===== src/design/fmfd_pkg.sv =====
// Shared types and constants for the frame-matrix-from-direction/up/position block.
// Used by every module of the block; no dependencies.
package fmfd_pkg;

   localparam int VEC_W       = 31;     // signed width of a normalizer input component
   localparam int MAG_W       = 30;     // magnitude width (|v| <= 2^29)
   localparam int SUM_W       = 62;     // sum of three squared 30-bit magnitudes
   localparam int LEN_W       = 32;
   localparam int REM_W       = 48;
   localparam int QUO_W       = 15;
   localparam int AXIS_W      = 16;
   localparam int NORM_MSB    = 28;     // scaled max magnitude reaches at least 2^28
   localparam int ONE_Q14     = 16384;
   localparam int QUEUE_DEPTH = 4;

   typedef struct packed {
      logic signed [23:0] dir_x;
      logic signed [23:0] dir_y;
      logic signed [23:0] dir_z;
      logic signed [23:0] up_x;
      logic signed [23:0] up_y;
      logic signed [23:0] up_z;
      logic signed [31:0] pos_x;
      logic signed [31:0] pos_y;
      logic signed [31:0] pos_z;
   } req_type;

   typedef struct packed {
      logic signed [15:0] xaxis_x;
      logic signed [15:0] xaxis_y;
      logic signed [15:0] xaxis_z;
      logic signed [15:0] yaxis_x;
      logic signed [15:0] yaxis_y;
      logic signed [15:0] yaxis_z;
      logic signed [15:0] zaxis_x;
      logic signed [15:0] zaxis_y;
      logic signed [15:0] zaxis_z;
      logic signed [31:0] trans_x;
      logic signed [31:0] trans_y;
      logic signed [31:0] trans_z;
   } rsp_type;

endpackage


===== src/design/fmfd_front.sv =====
// Front end: accepts request beats into a short queue ahead of the back pipeline.
// Depends on fmfd_pkg.
module fmfd_front #(
   parameter int DEPTH = fmfd_pkg::QUEUE_DEPTH
) (
   input  logic              clock,
   input  logic              reset,
   input  logic              req_push,
   output logic              req_full,
   input  fmfd_pkg::req_type req_data,
   output logic              deq_vld,
   input  logic              deq_rdy,
   output fmfd_pkg::req_type deq_data,
   output logic [$clog2(DEPTH+1)-1:0] level
);
   import fmfd_pkg::*;

   localparam int PTR_W = (DEPTH > 1) ? $clog2(DEPTH) : 1;
   localparam int CNT_W = $clog2(DEPTH + 1);

   req_type          mem_ff [DEPTH];
   logic [PTR_W-1:0] wr_ff, wr_in;
   logic [PTR_W-1:0] rd_ff, rd_in;
   logic [CNT_W-1:0] cnt_ff, cnt_in;
   logic             push, pop;

   assign req_full = (cnt_ff == CNT_W'(DEPTH));
   assign deq_vld  = (cnt_ff != '0);
   assign push     = req_push && !req_full;
   assign pop      = deq_vld && deq_rdy;
   assign deq_data = mem_ff[rd_ff];
   assign level    = cnt_ff;

   always_comb begin
      wr_in  = wr_ff;
      rd_in  = rd_ff;
      cnt_in = cnt_ff;
      if (push) begin
         wr_in = (wr_ff == PTR_W'(DEPTH - 1)) ? '0 : wr_ff + 1'b1;
      end
      if (pop) begin
         rd_in = (rd_ff == PTR_W'(DEPTH - 1)) ? '0 : rd_ff + 1'b1;
      end
      if (push && !pop) begin
         cnt_in = cnt_ff + 1'b1;
      end else if (pop && !push) begin
         cnt_in = cnt_ff - 1'b1;
      end
   end

   always_ff @(posedge clock) begin
      if (reset) begin
         wr_ff  <= '0;
         rd_ff  <= '0;
         cnt_ff <= '0;
      end else begin
         wr_ff  <= wr_in;
         rd_ff  <= rd_in;
         cnt_ff <= cnt_in;
      end
   end

   always_ff @(posedge clock) begin
      if (push) begin
         mem_ff[wr_ff] <= req_data;
      end
   end

endmodule


===== config.mk =====
export PLATFORM = sky130hd
export DESIGN_NAME = fmfd_front
export DESIGN_NICKNAME = d
export VERILOG_FILES = /design/src/design/fmfd_pkg.sv /design/src/design/fmfd_front.sv
export SDC_FILE = /design/constraint.sdc
export NUM_CORES = 1
export LEC_CHECK = 0
export ABC_CLOCK_PERIOD_IN_PS = 7200
export BUFFER_PORTS_ARGS = -buffer_cell sky130_fd_sc_hd__buf_2
export CORE_UTILIZATION = 53
export CTS_BUF_LIST = sky130_fd_sc_hd__clkbuf_4
export DETAILED_ROUTE_END_ITERATION = 10
export GPL_TIMING_DRIVEN = 0
export PLACE_DENSITY = 0.77
export SLEW_MARGIN = 20
export SYNTH_ARGS = -nofsm -noshare
export SYNTH_HDL_FRONTEND = slang
export SYNTH_SLANG_ARGS = --single-unit

===== constraint.sdc =====
create_clock -name clock -period 7.2 [get_ports clock]
set_input_delay 0.72 -clock clock [delete_from_list [all_inputs] [get_ports clock]]
set_output_delay 0.72 -clock clock [all_outputs]
set_load 0.02 [all_outputs]

==> qor.txt <==
Post-synth EDFFs = 960
leakage = 15.4 nW
# rows = 93
PostCTS Resize Cnt = 0
Max Cap Violations = 0
Syn Area/Cell = 26.9 sq um
Clock Path Buffers = 3
die width = 259 um
largest cells by area after synthesis = edfxtp_1 82%, mux4_2 15%, buf_6 0.74%
GRT overflow = 0
post-synthesis adder-cell area fraction = 0.271%
antenna-violating nets left = 0
critical path endpoint = deq_data[50]
Reg-to-Reg Start = level[0]
Synth Area in Compound Gates = 0.114%
asr flop ratio synth = 0%
via/cell ratio = 5.48
Req. time, crit path = 6.48 ns
top-count cell post-synth = edfxtp_1
largest family of logic cells by synthesized area = multiplexers
sequential cell area fraction in the yosys report = 82.6%
GRT Util Overall = 23.5%
DR pass1 iterations = 6
Most used DFF post-synth = edfxtp_1
Worst Tran Pin Value = 0.769 ns
final setup vio count = 0
post-synth top area cell = edfxtp_1
Fin. Hold Viols = 0
first-pass GRT wire length = 116,000 um
Final Net Count = 2,535
Critical Path End Type = primary output
synthesized area = 0.0351 sq mm
critical path data arrival time = 3.04 ns
critical path type = flop to primary output
Critical Path Start Type = flop
R2R Path End = mem_ff[3][115]
skew final = 0.101 ns
min-delay worst type = primary input to flop
CTS tree = yes
vias in the first global route = 19.9k
WL met2 = 40,800 um
Die Height = 259 um
worst skew pair latency = 1.05 ns
reg2reg setup slack = 4.38 ns
post-synth cell types = 22
# Post-CTS Setup Buffers = 0
RSZ-0062 raised after global routing = false
post-synth top area share = 82.1%
R2R depth = 6
flops & latches, synth = 969
DR top layer = met5
wire per inst = 23.5 um
DR iter-0 viols = 1,275
H-tree levels = 4
Power Dens Cells = 336 mW/mm^2
total core area = 0.0649 sq mm
DR WL met3 = 6760 um
# hold bufs at CTS = 243
met1 wire length = 27,900 um
FMAX = 0.266 GHz
Port Buffer Count = 487
fin crit share = 52.2%
CTS buffer count = 227
post-synthesis xor/xnor area fraction = 0.0499%
final worst-path setup slack = 3.44 ns
hold-critical path depth = 4
Place WS = 4.38 ns
Slew headroom = 48.8%
routed wire length = 78,000 um
Syn Inst Count = 1,304
DR vias = 18.1k
# DRC = 0
post-synthesis mux area share = 15.5%
top cells by count, synth = 960 x edfxtp_1, 240 x mux4_2, 26 x buf_2
clock root cell = clkbuf_4
DP Wirelength = 46,800 um
Syn Nets = 1,555
outcome = finished clean
die area = 0.0673 sq mm
Final Max Tran Viols = 0
pin count of the biggest net entering global routing = 47
Layout area overhead = 26.7%
Post-Place Cells = 2,667
Ys Warns = 0
worst hold slack = 0.290 ns
fin cells = 3,313
worst vdd ir = 0.000254 V
gpl congestion = 0.764
fin crit period = 3.76 ns
CP max FO = 10
initial antenna violation count = 11
Clock Pin Slew Worst Setup and Hold Paths = 0.06 ns
Synth Area in Simple Gates = 0.246%
Ports = 489
# clock sinks = 969
starting density of the core = 54.1%
layout cell share with drive strength beyond 1 = 46.7%
[layout make-up]
class | count | area [sq um]
clock inverters | 74 | 414
well taps | 855 | 1070
fillers | 3864 | 20400
multi-input cells | 274 | 5680
plain buffers | 56 | 418
flip-flops and latches | 969 | 29000
clock buffers | 322 | 2420
diodes | 7 | 17.5
repair buffers | 751 | 5440
inverters | 5 | 18.8
[worst min path at each step]
stage | startpoint | to
finish | deq_rdy | flop
global route | deq_rdy | flop
CTS | deq_rdy | flop
detailed placement | wr_ff[1] | wr_ff[1]
global placement | rd_ff[0] | rd_ff[0]
floorplan | rd_ff[0] | flop
[kinds of logic (layout without fill, tap and decap cells)]
logic type                 count (synthesis)  count (layout)
DFF                                      969             969
muxes                                    242             242
buffers and inverters                     61            1208
and+or+nand+nor                           16              16
adders and majority gates                  7               7
AOI/OAI and AO/OA                          7               7
xor gates and xnor gates                   2               2
other                                      0               7
[per-stage QoR]
step	utilization, %	total power (W)	TNS, ns	area, sq um
final	68.5	0.0150	0	44500
after global routing	68.5	0.0156	0	44500
after CTS	68.5	0.0150	0	44500
after detailed placement	60.4	0.0107	0	39200
after global placement	59.5	0.0108	-3905.87	38600
after floorplan	-	0.00953	0	35100
[state kept, by name, summed over array words and instances (netlist names), named ones only]
name,count
mem_ff,960
wr_ff,2
level,3
rd_ff,2
[critical path: stages (launching register included)]
cell and delay, ns:
dfxtp_1 0.31, buf_2 0.16, clkbuf_2 0.51, buf_2 0.45, mux4_2 0.40, buf_2 0.21
[power breakdown]
| group | internal, W | leakage (nW) | switching, W |
|---|---|---|---|
| clock network | 0.00213 | 1.66 | 0.00209 |
| registers | 0.00681 | 8.87 | 0.000140 |
| logic | 0.00157 | 4.88 | 0.00221 |
| total | 0.0105 | 15.4 | 0.00444 |
[layout by cell type, fill, tap and decap left out, types with 7 or more instances in the layout]
master	synthesis	routed
buf_16	0	20
diode_2	0	7
dlygate4sd3_1	0	243
edfxtp_1	960	960
dfxtp_1	9	9
mux4_2	240	240
clkinv_1	0	55
clkbuf_4	0	322
buf_2	26	513
buf_6	23	23
[per-layer routing]
layer  vias up  track usage [%]
met5         -                0
li1       7826                -
met2       873             39.4
met3       174             7.78
met1      9264             27.7
met4         8             10.6
Power figures use the tool's default switching activity.
